**config.mk**
```make
export PLATFORM = sky130hd
export DESIGN_NAME = utf8_decoder_with_replacement_flat
export DESIGN_NICKNAME = d
export VERILOG_FILES = /design/src/hdl/utf8d_pkg.sv /design/src/hdl/utf8d_ifs.sv /design/src/hdl/utf8_decoder_with_replacement.sv /design/src/hdl/utf8d_core.sv /design/src/hdl/utf8d_res_fifo.sv /design/src/flat_wrapper.sv
export SDC_FILE = /design/constraint.sdc
export NUM_CORES = 1
export LEC_CHECK = 0
export BUFFER_PORTS_ARGS = -buffer_cell sky130_fd_sc_hd__buf_2
export CORE_ASPECT_RATIO = 1.4
export CORE_MARGIN = 10
export CORE_UTILIZATION = 25
export CTS_CLUSTER_SIZE = 28
export DETAILED_ROUTE_END_ITERATION = 10
export GPL_TIMING_DRIVEN = 0
export PLACE_DENSITY = 0.46
export REMOVE_ABC_BUFFERS = 1
export SLEW_MARGIN = 20
export SYNTH_ARGS = -nofsm -noshare
export SYNTH_HDL_FRONTEND = slang
export SYNTH_SLANG_ARGS = --single-unit
```
**constraint.sdc**
```tcl
create_clock -name clk -period 4.6 [get_ports clk]
set_input_delay 0.23 -clock clk [delete_from_list [all_inputs] [get_ports clk]]
set_output_delay 0.23 -clock clk [all_outputs]
set_load 0.1 [all_outputs]
```
**src/hdl/utf8d_pkg.sv**
```systemverilog
`timescale 1ns / 1ps
`default_nettype none

package utf8d_pkg;

  localparam int unsigned CP_W = 21;

  localparam logic [7:0] LEAD3_MASK = 8'hE0;
  localparam logic [7:0] CONT_MASK  = 8'hC0;
  localparam logic [7:0] LEAD4_MASK = 8'hF0;
  localparam logic [7:0] LEAD5_MASK = 8'hF8;
  localparam logic [7:0] BITS2_MASK = 8'h1F;
  localparam logic [7:0] BITS3_MASK = 8'h0F;
  localparam logic [7:0] BITS4_MASK = 8'h07;
  localparam logic [7:0] CONT_TAG   = 8'h80;
  localparam logic [7:0] CONT_BITS  = 8'h3F;
  localparam logic [7:0] LEAD2_TAG  = 8'hC0;
  localparam logic [7:0] LEAD3_TAG  = 8'hE0;
  localparam logic [7:0] LEAD4_TAG  = 8'hF0;

  localparam logic [CP_W-1:0] REPL_CP = CP_W'(8'h3F);

  // result queue
  localparam int unsigned RQ_DEPTH = 4;
  localparam int unsigned RQ_AW    = $clog2(RQ_DEPTH);
  localparam int unsigned RQ_CW    = $clog2(RQ_DEPTH + 1);

  typedef struct packed {
    logic [CP_W-1:0] code_point;
    logic            is_replacement;
    logic            last_of_run;
  } res_t;

  typedef struct packed {
    logic [1:0] cnt;
    res_t       res0;
    res_t       res1;
  } push_t;

endpackage

`default_nettype wire

```
**src/hdl/utf8d_ifs.sv**
```systemverilog
`timescale 1ns / 1ps
`default_nettype none

interface utf8d_in_if;
  logic       valid;
  logic       ready;
  logic [7:0] in_byte;
  logic       end_of_text;

  modport source (output valid, output in_byte, output end_of_text, input ready);
  modport sink   (input valid, input in_byte, input end_of_text, output ready);
endinterface

interface utf8d_out_if;
  logic                       valid;
  logic                       ready;
  logic [utf8d_pkg::CP_W-1:0] code_point;
  logic                       is_replacement;
  logic                       last_of_run;

  modport source (output valid, output code_point, output is_replacement,
                  output last_of_run, input ready);
  modport sink   (input valid, input code_point, input is_replacement,
                  input last_of_run, output ready);
endinterface

`default_nettype wire

```
**src/hdl/utf8_decoder_with_replacement.sv**
```systemverilog
// UTF-8 decoder with replacement.
// in_ch takes one text byte per beat (in_byte, end_of_text on the final
// byte of a text). out_ch gives decoded code points, one per beat, with
// is_replacement set on a '?' made by an error and last_of_run set on the
// final result caused by an input byte. A byte may cause zero, one or two
// results.
// An accepted byte is held in the input register, decoded from there into a
// 4-entry result queue and offered on out_ch from the queue.
// Throughput: one byte per cycle while each byte gives at most one result
// and out_ch takes every beat; a byte with two results takes two output
// beats, set by the single output port of the result queue. in_ready
// depends only on registers.
// Reset (rst_n low, synchronous) drops any open sequence, the held byte
// and queued results. When the receiver stalls the queue fills; decoding
// halts once fewer than two slots are free and in_ready falls after the
// input register fills. No beat is lost or repeated.
`timescale 1ns / 1ps
`default_nettype none

module utf8_decoder_with_replacement (
  input  wire logic   clk,
  input  wire logic   rst_n,
  utf8d_in_if.sink    in_ch,
  utf8d_out_if.source out_ch
);

  logic             room;
  utf8d_pkg::push_t push;
  utf8d_pkg::res_t  res;

  utf8d_core u_core (
    .clk      (clk),
    .rst_n    (rst_n),
    .in_valid (in_ch.valid),
    .in_ready (in_ch.ready),
    .in_byte  (in_ch.in_byte),
    .in_last  (in_ch.end_of_text),
    .room     (room),
    .push     (push)
  );

  utf8d_res_fifo u_fifo (
    .clk       (clk),
    .rst_n     (rst_n),
    .push      (push),
    .room      (room),
    .out_valid (out_ch.valid),
    .out_ready (out_ch.ready),
    .out_res   (res)
  );

  assign out_ch.code_point     = res.code_point;
  assign out_ch.is_replacement = res.is_replacement;
  assign out_ch.last_of_run    = res.last_of_run;

endmodule

`default_nettype wire

```
**src/hdl/utf8d_core.sv**
```systemverilog
`timescale 1ns / 1ps
`default_nettype none

module utf8d_core (
  input  wire logic                clk,
  input  wire logic                rst_n,
  input  wire logic                in_valid,
  output logic                     in_ready,
  input  wire logic [7:0]          in_byte,
  input  wire logic                in_last,
  input  wire logic                room,
  output utf8d_pkg::push_t         push
);

  localparam int unsigned W = utf8d_pkg::CP_W;

  logic         v_r, v_nxt;
  logic [7:0]   b_r;
  logic         last_r;
  logic [1:0]   rem_r, rem_nxt;
  logic [W-1:0] part_r, part_nxt;

  logic         load, consume;
  logic         in_seq, cont, ext, bad, done, open, main_en, cut;
  logic         lead2, lead3, lead4;
  logic [1:0]   rem_after, open_rem;
  logic [W-1:0] shifted, main_val, part_after, open_part;
  logic [1:0]   cnt;
  utf8d_pkg::res_t r_main, r_repl;

  assign load     = in_valid & in_ready;
  assign consume  = v_r & room;
  assign in_ready = ~v_r | room;

  always_comb begin
    in_seq  = (rem_r != 2'd0);
    cont    = ((b_r & utf8d_pkg::CONT_MASK) == utf8d_pkg::CONT_TAG);
    ext     = in_seq & cont;
    bad     = in_seq & ~cont;
    done    = ext & (rem_r == 2'd1);
    shifted = {part_r[W-7:0], b_r[5:0]};

    lead2 = ((b_r & utf8d_pkg::LEAD3_MASK) == utf8d_pkg::LEAD2_TAG);
    lead3 = ((b_r & utf8d_pkg::LEAD4_MASK) == utf8d_pkg::LEAD3_TAG);
    lead4 = ((b_r & utf8d_pkg::LEAD5_MASK) == utf8d_pkg::LEAD4_TAG);
    open  = ~ext & (lead2 | lead3 | lead4);

    if (lead2) begin
      open_rem  = 2'd1;
      open_part = W'(b_r & utf8d_pkg::BITS2_MASK);
    end else if (lead3) begin
      open_rem  = 2'd2;
      open_part = W'(b_r & utf8d_pkg::BITS3_MASK);
    end else begin
      open_rem  = 2'd3;
      open_part = W'(b_r & utf8d_pkg::BITS4_MASK);
    end

    main_en  = done | (~ext & ~open);
    main_val = done ? shifted : W'(b_r);

    if (ext) begin
      rem_after  = 2'(rem_r - 2'd1);
      part_after = done ? '0 : shifted;
    end else if (open) begin
      rem_after  = open_rem;
      part_after = open_part;
    end else begin
      rem_after  = 2'd0;
      part_after = '0;
    end

    cut = last_r & (rem_after != 2'd0);
    cnt = 2'(bad) + 2'(main_en) + 2'(cut);

    r_main = '{code_point: main_val, is_replacement: 1'b0, last_of_run: 1'b0};
    r_repl = '{code_point: utf8d_pkg::REPL_CP, is_replacement: 1'b1, last_of_run: 1'b0};

    push.cnt  = consume ? cnt : 2'd0;
    push.res0 = (~bad & main_en) ? r_main : r_repl;
    push.res0.last_of_run = (cnt == 2'd1);
    push.res1 = (bad & main_en) ? r_main : r_repl;
    push.res1.last_of_run = 1'b1;

    v_nxt    = load | (v_r & ~consume);
    rem_nxt  = rem_r;
    part_nxt = part_r;
    if (consume) begin
      rem_nxt  = last_r ? 2'd0 : rem_after;
      part_nxt = last_r ? '0 : part_after;
    end
  end

  always_ff @(posedge clk) begin
    if (!rst_n) begin
      v_r    <= 1'b0;
      rem_r  <= 2'd0;
      part_r <= '0;
    end else begin
      v_r    <= v_nxt;
      rem_r  <= rem_nxt;
      part_r <= part_nxt;
    end
  end

  always_ff @(posedge clk) begin
    if (load) begin
      b_r    <= in_byte;
      last_r <= in_last;
    end
  end

endmodule

`default_nettype wire

```
**src/hdl/utf8d_res_fifo.sv**
```systemverilog
`timescale 1ns / 1ps
`default_nettype none

module utf8d_res_fifo (
  input  wire logic             clk,
  input  wire logic             rst_n,
  input  wire utf8d_pkg::push_t push,
  output logic                  room,
  output logic                  out_valid,
  input  wire logic             out_ready,
  output utf8d_pkg::res_t       out_res
);

  localparam int unsigned AW = utf8d_pkg::RQ_AW;
  localparam int unsigned CW = utf8d_pkg::RQ_CW;

  utf8d_pkg::res_t mem_r [utf8d_pkg::RQ_DEPTH];
  logic [AW-1:0] wr_r, wr_nxt, rd_r, rd_nxt, wr_p1;
  logic [CW-1:0] occ_r, occ_nxt;
  logic          pop;

  // two free slots always left for one byte's worth of results
  assign room      = (occ_r <= CW'(utf8d_pkg::RQ_DEPTH - 2));
  assign out_valid = (occ_r != '0);
  assign out_res   = mem_r[rd_r];
  assign pop       = out_valid & out_ready;
  assign wr_p1     = AW'(wr_r + AW'(1));

  always_comb begin
    wr_nxt  = AW'(wr_r + AW'(push.cnt));
    rd_nxt  = pop ? AW'(rd_r + AW'(1)) : rd_r;
    occ_nxt = CW'(occ_r + CW'(push.cnt) - CW'(pop));
  end

  always_ff @(posedge clk) begin
    if (!rst_n) begin
      wr_r  <= '0;
      rd_r  <= '0;
      occ_r <= '0;
    end else begin
      wr_r  <= wr_nxt;
      rd_r  <= rd_nxt;
      occ_r <= occ_nxt;
    end
  end

  always_ff @(posedge clk) begin
    if (push.cnt != 2'd0) begin
      mem_r[wr_r] <= push.res0;
    end
    if (push.cnt == 2'd2) begin
      mem_r[wr_p1] <= push.res1;
    end
  end

endmodule

`default_nettype wire

```
**src/flat_wrapper.sv**
```systemverilog
// flat-port wrapper written by rule: the top's interface ports become plain ports
module utf8_decoder_with_replacement_flat 
  (clk, rst_n, in_ch_valid, in_ch_in_byte, in_ch_end_of_text, in_ch_ready, out_ch_valid, out_ch_code_point, out_ch_is_replacement, out_ch_last_of_run, out_ch_ready);
  utf8d_in_if in_ch_i ();
  utf8d_out_if out_ch_i ();
  input  wire logic clk;
  input  wire logic rst_n;
  input wire logic [$bits(in_ch_i.valid)-1:0] in_ch_valid;
  input wire logic [$bits(in_ch_i.in_byte)-1:0] in_ch_in_byte;
  input wire logic [$bits(in_ch_i.end_of_text)-1:0] in_ch_end_of_text;
  output wire logic [$bits(in_ch_i.ready)-1:0] in_ch_ready;
  output wire logic [$bits(out_ch_i.valid)-1:0] out_ch_valid;
  output wire logic [$bits(out_ch_i.code_point)-1:0] out_ch_code_point;
  output wire logic [$bits(out_ch_i.is_replacement)-1:0] out_ch_is_replacement;
  output wire logic [$bits(out_ch_i.last_of_run)-1:0] out_ch_last_of_run;
  input wire logic [$bits(out_ch_i.ready)-1:0] out_ch_ready;
  assign in_ch_i.valid = in_ch_valid;
  assign in_ch_i.in_byte = in_ch_in_byte;
  assign in_ch_i.end_of_text = in_ch_end_of_text;
  assign in_ch_ready = in_ch_i.ready;
  assign out_ch_valid = out_ch_i.valid;
  assign out_ch_code_point = out_ch_i.code_point;
  assign out_ch_is_replacement = out_ch_i.is_replacement;
  assign out_ch_last_of_run = out_ch_i.last_of_run;
  assign out_ch_i.ready = out_ch_ready;
  utf8_decoder_with_replacement u_core (.clk(clk), .rst_n(rst_n), .in_ch(in_ch_i), .out_ch(out_ch_i));
endmodule
```
; ---- Word-level counts from Yosys, hierarchy flattened
; Memory sizes are Yosys's and may differ from the RTL's. A register that Yosys moved wholly into a read port is not among the register bits.
; Index checks and enable logic that the tools add are counted.
[word_totals]
ff_bits = 34
n_memories = 1
elab_cells = 73
ram_bits = 92
in_bits = 13
out_inout_bits = 25
[memory_table]
columns = memory, words, word_bits, rd, rd_ports_with_merged_regs, wr, line
row1 = u_core.u_fifo.mem_r, 4, 23, 1, 1, 2, utf8d_res_fifo.sv:17  ; utf8d_pkg::res_t mem_r [utf8d_pkg::RQ_DEPTH];
[classes]
order_cmp = 1
n_eq_ne = 7
n_mux = 21
bitwise = 23
reduce_logical = 4
n_addsub = 8
[op_table]
columns = op, count
row1 = 15-bit two-way mux, 4
row2 = 23-bit two-way mux, 2
row3 = 21-bit two-way mux, 1
row4 = 2-bit two-way mux, 7
row5 = 1-bit bitwise AND, 12
row6 = 1-bit inverter, 6
row7 = 2-bit nonzero test, 3
row8 = 5-bit equality test (second input constant), 1
row9 = 1-bit two-way mux, 5
row10 = 5-bit two-way mux, 1
row11 = 1-bit OR, 5
row12 = 2-bit by 1-bit adder with 2-bit output (second input constant), 2
row13 = 2-bit by 1-bit equality test with 1-bit output (second input constant), 2
row14 = 2-bit equality test (second input constant), 2
row15 = 4-bit equality test (second input constant), 1
row16 = 4-bit two-way mux, 1
row17 = 3-bit by 2-bit adder with 3-bit output, 1
row18 = 3-bit equality test (second input constant), 1
row19 = 3-bit by 2-bit <= comparator with 1-bit output (second input constant), 1
row20 = 3-bit nonzero test, 1
row21 = 3-bit by 1-bit subtractor with 3-bit output, 1
row22 = 1-bit by 1-bit adder with 2-bit output, 1
row23 = 2-bit by 1-bit adder with 2-bit output, 1
row24 = 2-bit adder, 1
row25 = 2-bit by 1-bit subtractor with 2-bit output (second input constant), 1

; ---- Longest topological paths before layout
[logic_depth]
ltp_word = 13
ltp_mapped = 18
ltp_nobuf = 15

; ---- Cells and area by module
; A second synthesis with hierarchy kept.
[unflattened]
cells_unflattened = 421
area_unflattened_um2 = 6623.9
[modules_own_cells]
columns = module, seq_area_each_um2, instances, area_per_inst_um2, cells_each
row1 = utf8d_res_fifo, 2942.8, 1, 5167.5, 273
row2 = utf8d_core, 630.6, 1, 1456.4, 148

; ---- Least setup slack after synthesis
; No wires, ideal clock.
[synth_timing]
path_kind = register to register
startpoint = register u_core.u_core.rem_r[0]
endpoint = register u_core.u_fifo.occ_r[2]
setup_ns = 0.115
slack_ns = 0.956
arrival_ns = 3.529
stages_incl_launch_ff = 19
period_less_slack_ns = 3.644
path_buffers = 3
required_ns = 4.485
path_cell_list = dfxtp_1 inv_1 ha_1 buf_4 buf_2 nor3_1 a31o_2 o311ai_0 fa_1 buf_4 nor2_1 inv_1 ha_1 inv_1 ha_1 fa_1 xnor2_1 xnor2_1 and2_1
[synth_via]
elab_chain_cells = 12
word_cells_on_any_way = 20
cone_classes = 5 x add/sub / 1 x eq/ne / 3 x mux / 9 x bitwise / 2 x reduce/logical
[synth_lines]
columns = element, line
row1 = "start, declared", utf8d_core.sv:20  ; logic [1:0] rem_r, rem_nxt;
row2 = "start signal, assigned", utf8d_core.sv:101  ; rem_r <= rem_nxt;
row3 = 2-bit nonzero test, utf8d_core.sv:36  ; in_seq = (rem_r != 2'd0);
row4 = 1-bit bitwise AND, utf8d_core.sv:38  ; ext = in_seq & cont;
row5 = 1-bit inverter, "utf8d_core.sv:46, utf8d_core.sv:59"
row6 = 1-bit bitwise AND, utf8d_core.sv:46  ; open = ~ext & (lead2 | lead3 | lead4);
row7 = 2-bit two-way mux / 1-bit inverter (equally long branches), "utf8d_core.sv:65, utf8d_core.sv:59"
row8 = 2-bit two-way mux / 1-bit bitwise AND (equally long branches), "utf8d_core.sv:62, utf8d_core.sv:59"
row9 = 2-bit nonzero test / 1-bit OR (equally long branches), "utf8d_core.sv:73, utf8d_core.sv:59"
row10 = 1-bit bitwise AND / 1-bit by 1-bit adder with 2-bit output (equally long branches), "utf8d_core.sv:73, utf8d_core.sv:74"
row11 = 2-bit by 1-bit adder with 2-bit output (*), utf8d_core.sv:74  ; cnt = 2'(bad) + 2'(main_en) + 2'(cut);
row12 = 2-bit two-way mux (*), utf8d_core.sv:79  ; push.cnt = consume ? cnt : 2'd0;
row13 = 3-bit by 2-bit adder with 3-bit output (*), utf8d_res_fifo.sv:32  ; occ_nxt = CW'(occ_r + CW'(push.cnt) - CW'(pop));
row14 = 3-bit by 1-bit subtractor with 3-bit output (*), utf8d_res_fifo.sv:32
row15 = "end signal, assigned", utf8d_res_fifo.sv:43  ; occ_r <= occ_nxt;
row16 = "end, declared", utf8d_res_fifo.sv:19  ; logic [CW-1:0] occ_r, occ_nxt;
; Mark *: on every way between the ends. The rest lies on a longest branch, timed or not.
; A chain may end at the register's enable or synchronous reset.

==> impl_metrics.py <==
metrics = {
    "detailed_routing": {
        "drcViolationCount": 0,
        "totalWireLength_mm": 14.67,
        "drtPass1Iterations": 4,
        "routedWlPerCell_um": 18.00,
        "viasPerCell": 4.616,
        "ant_nets": 0,
        "num_vias": 3762,
        "first_iter_violations": 297,
    },
    "sta": {
        "rsz0062_at_grt": "no",
        "hold_viol": 0,
        "fmax_mhz": 240.9,
        "setup_viol": 0,
        "tightest_slew_ns": 1.015,
        "slew_headroom_pct": 32.10,
        "skew_ns": 0.007541,
        "fin_ws_ns": 0.4497,
        "min_period_ns": 4.150,
        "drv_slew": 0,
        "whs_ns": 0.06252,
        "fin_crit_sh_pct": 90.22,
    },
    "clocking": {
        "cts_buffers": 17,
        "cts.sinks": 128,
        "clk_latency_ns": 0.42,
        "cts_tree": "built",
        "htreeDepth": 4,
        "path_clk_slew_ns": 0.06,
        "cts_root_buf": "clkbuf_16",
        "cts_buffer_depth": 2,
    },
    "placement": {
        "place.gp.congestion": 0.8109,
        "hpwl_mm": 9.380,
        "place_worst_setup_slack_ns": -0.1064,
        "post-place-cells": 773,
        "port_buffers": 37,
    },
    "worst_setup_path": {
        "r2r_slack_ns": 0.45,
        "cp_slowest_cell": "fa_1",
        "start_kind": "flip-flop",
        "r2r_start": "u_core.u_core.rem_r[0]",
        "cp_cell_sequence": "inv_1 > ha_1 > nor3_1 > a31o_2 > o311ai_0 > fa_1 > a21oi_4 > nand4_2 > o22ai_2",
        "ff2ff_path_depth": 9,
        "critical-path-top-delay-family": "compound AO/OA/AOI/OAI gates",
        "end_kind": "flip-flop",
        "cp_slowest_stage_delay_ns": 0.69,
        "cp.arrival_ns": 4.30,
        "path_class": "reg -> reg",
        "crit_buf_inv": 1,
        "path_max_fanout": 17,
        "r2r_end": "u_core.u_fifo.mem_r[0][1]",
        "crit_required_ns": 4.75,
    },
    "layout": {
        "fillCellCount": 2339,
        "fin_nets": 517,
        "drive_gt1_share_pct": 23.77,
        "finalNonFillerCells": 815,
        "post-route-util_pct": 30.60,
        "area_delta_synth_final_pct": 19.93,
        "multi_input_area_mm2": 0.002212,
        "antenna_cells": 0,
        "seq_area_mm2": 0.003536,
    },
    "global_route": {
        "grt_max_degree": 27,
        "grt_overflow": 0,
        "grt_antenna_before_repair": 0,
        "grt_pass1_vias": 3919,
        "track_usage_pct": 9.818,
        "grt_pass1_wl_mm": 22.61,
    },
    "min_path": {
        "hold_depth": 3,
        "min_from": "in_ch_valid",
        "hold_path_end": "u_core.u_core.v_r",
        "hp-class": "in -> reg",
    },
    "yosys": {
        "yosys_warnings": 0,
        "ys.flop_type": "edfxtp_1",
        "yosys_register_bits": 128,
        "async_flop_share_pct": 0,
        "synth_area_per_cell_um2": 13.05,
        "syn_inst": 457,
        "synth_area_mm2": 0.005963,
        "synth_cell_type_count": 66,
        "synth_edf_count": 97,
        "synth.yosys.seq_area_share_pct": 59.25,
    },
    "power": {
        "fin_total_pwr_w": 0.004179,
        "leakage_nw": 2.416,
        "power_density_mw_per_mm2": 584.3,
        "peakVddDrop_mv": 0.2755,
    },
    "die": {
        "die_h_um": 202.7,
        "core_area_mm2": 0.02337,
        "dieArea_mm2": 0.03052,
        "die_w_um": 150.5,
        "row_count": 66,
        "io_pins": 38,
        "start_util_pct": 25.52,
    },
    "status": {
        "status": "completed",
    },
    "run": {
        "maxCapViolCount": 0,
    },
}
## where the power goes
group / total (W) / switching, W / leakage [nW] / internal (W)
registers: 0.00142 / 0.0000923 / 1.13 / 0.00132
clock network: 0.00144 / 0.000531 / 0.301 / 0.000914
logic: 0.00132 / 0.000984 / 0.983 / 0.000333
## state kept, by name (all words and copies together), names as in the netlist, named ones only
name,cells
u_core.u_fifo.mem_r,92
u_core.u_core.part_r,15
u_core.u_core.b_r,8
u_core.u_fifo.occ_r,3
u_core.u_core.rem_r,2
u_core.u_fifo.rd_r,2
u_core.u_fifo.wr_r,2
u_core.u_core.last_r,1
u_core.u_core.v_r,1
## final cells by class
type                       count  area share, %
clock inverter                15          2.922
multi-input combinational    288          30.93
inverter                      11         0.5773
tap                          306          5.353
sequential                   128          49.44
clock buffer                  17          5.948
timing repair buffer          50          4.829
## worst reg2reg max path: stages, from the launching register on
cell and delay (ns):
dfxtp_1 0.34, inv_1 0.07, ha_1 0.51, nor3_1 0.09, a31o_2 0.24, o311ai_0 0.46
fa_1 0.69, a21oi_4 0.26, nand4_2 0.58, o22ai_2 0.63
## kinds of logic after synthesis
group | Yosys count | synth area share (%)
fa+ha+maj | 8 | 1.930
buf+inv | 41 | 3.945
xor+xnor | 5 | 0.7343
flops | 128 | 59.25
mux | 26 | 9.211
simple gates | 167 | 14.92
compound gates | 82 | 10.01
## Yosys cell counts (4+ instances only)
cell / count / share of area (%)
a21o_1: 15 / 1.9
a21oi_1: 18 / 1.5
a22oi_1: 11 / 1.4
and2_1: 26 / 2.7
buf_2: 14 / 1.2
buf_6: 7 / 1.3
clkbuf_1: 5 / 0.31
dfxtp_1: 31 / 10
edfxtp_1: 97 / 49
ha_1: 6 / 1.3
inv_1: 11 / 0.69
mux4_2: 23 / 8.7
nand2_1: 34 / 2.1
nand2b_1: 4 / 0.42
nor2_1: 50 / 3.1
nor2b_1: 17 / 1.8
o21ai_0: 9 / 0.76
xnor2_1: 4 / 0.59
## how the worst max path moves through the flow
stage                     depth (start not counted)  slack, ns                        end              startpoint
after global placement                            9      -0.13  u_core.u_fifo.mem_r[2][5]  u_core.u_core.rem_r[0]
after floorplan                                  15       0.94     u_core.u_fifo.occ_r[2]  u_core.u_core.rem_r[0]
after detailed placement                          9      -0.11  u_core.u_fifo.mem_r[2][1]  u_core.u_core.rem_r[0]
final                                             9       0.45  u_core.u_fifo.mem_r[0][1]  u_core.u_core.rem_r[0]
after global routing                             15       0.14     u_core.u_fifo.occ_r[2]  u_core.u_core.rem_r[0]
after CTS                                         9       0.39  u_core.u_fifo.mem_r[0][1]  u_core.u_core.rem_r[0]
## metal layers
metal  track usage (%)  share of wire [%]
met1             11.62                 43
met2             16.35                 51
met3             2.515                4.0
met4             4.245                1.9
met5                 0                  0
## cells in the final DEF (no fill, tap or decap), types with 15 or more instances in the layout
cell,n
edfxtp_1,97
nor2_1,50
buf_2,37
nand2_1,34
dfxtp_1,29
and2_1,24
mux4_2,23
a21oi_1,18
nor2b_1,17
clkbuf_16,17
a21o_1,15
## through the flow
step | setup TNS (ns) | cell area, um2
floorplan | 0 | 5769
global placement | -4.362 | 6337
detailed placement | -0.5467 | 6420
CTS | 0 | 7152
global route | 0 | 7152
finish | 0 | 7152
## timing repair
action	CTS	global route
buffers inserted	1	0
setup endpoints to repair	7	0
hold buffers	9	0
resized for setup	0	0
endpoints found under the hold margin	9	0
No activity file was read; power rests on OpenSTA's default activity.
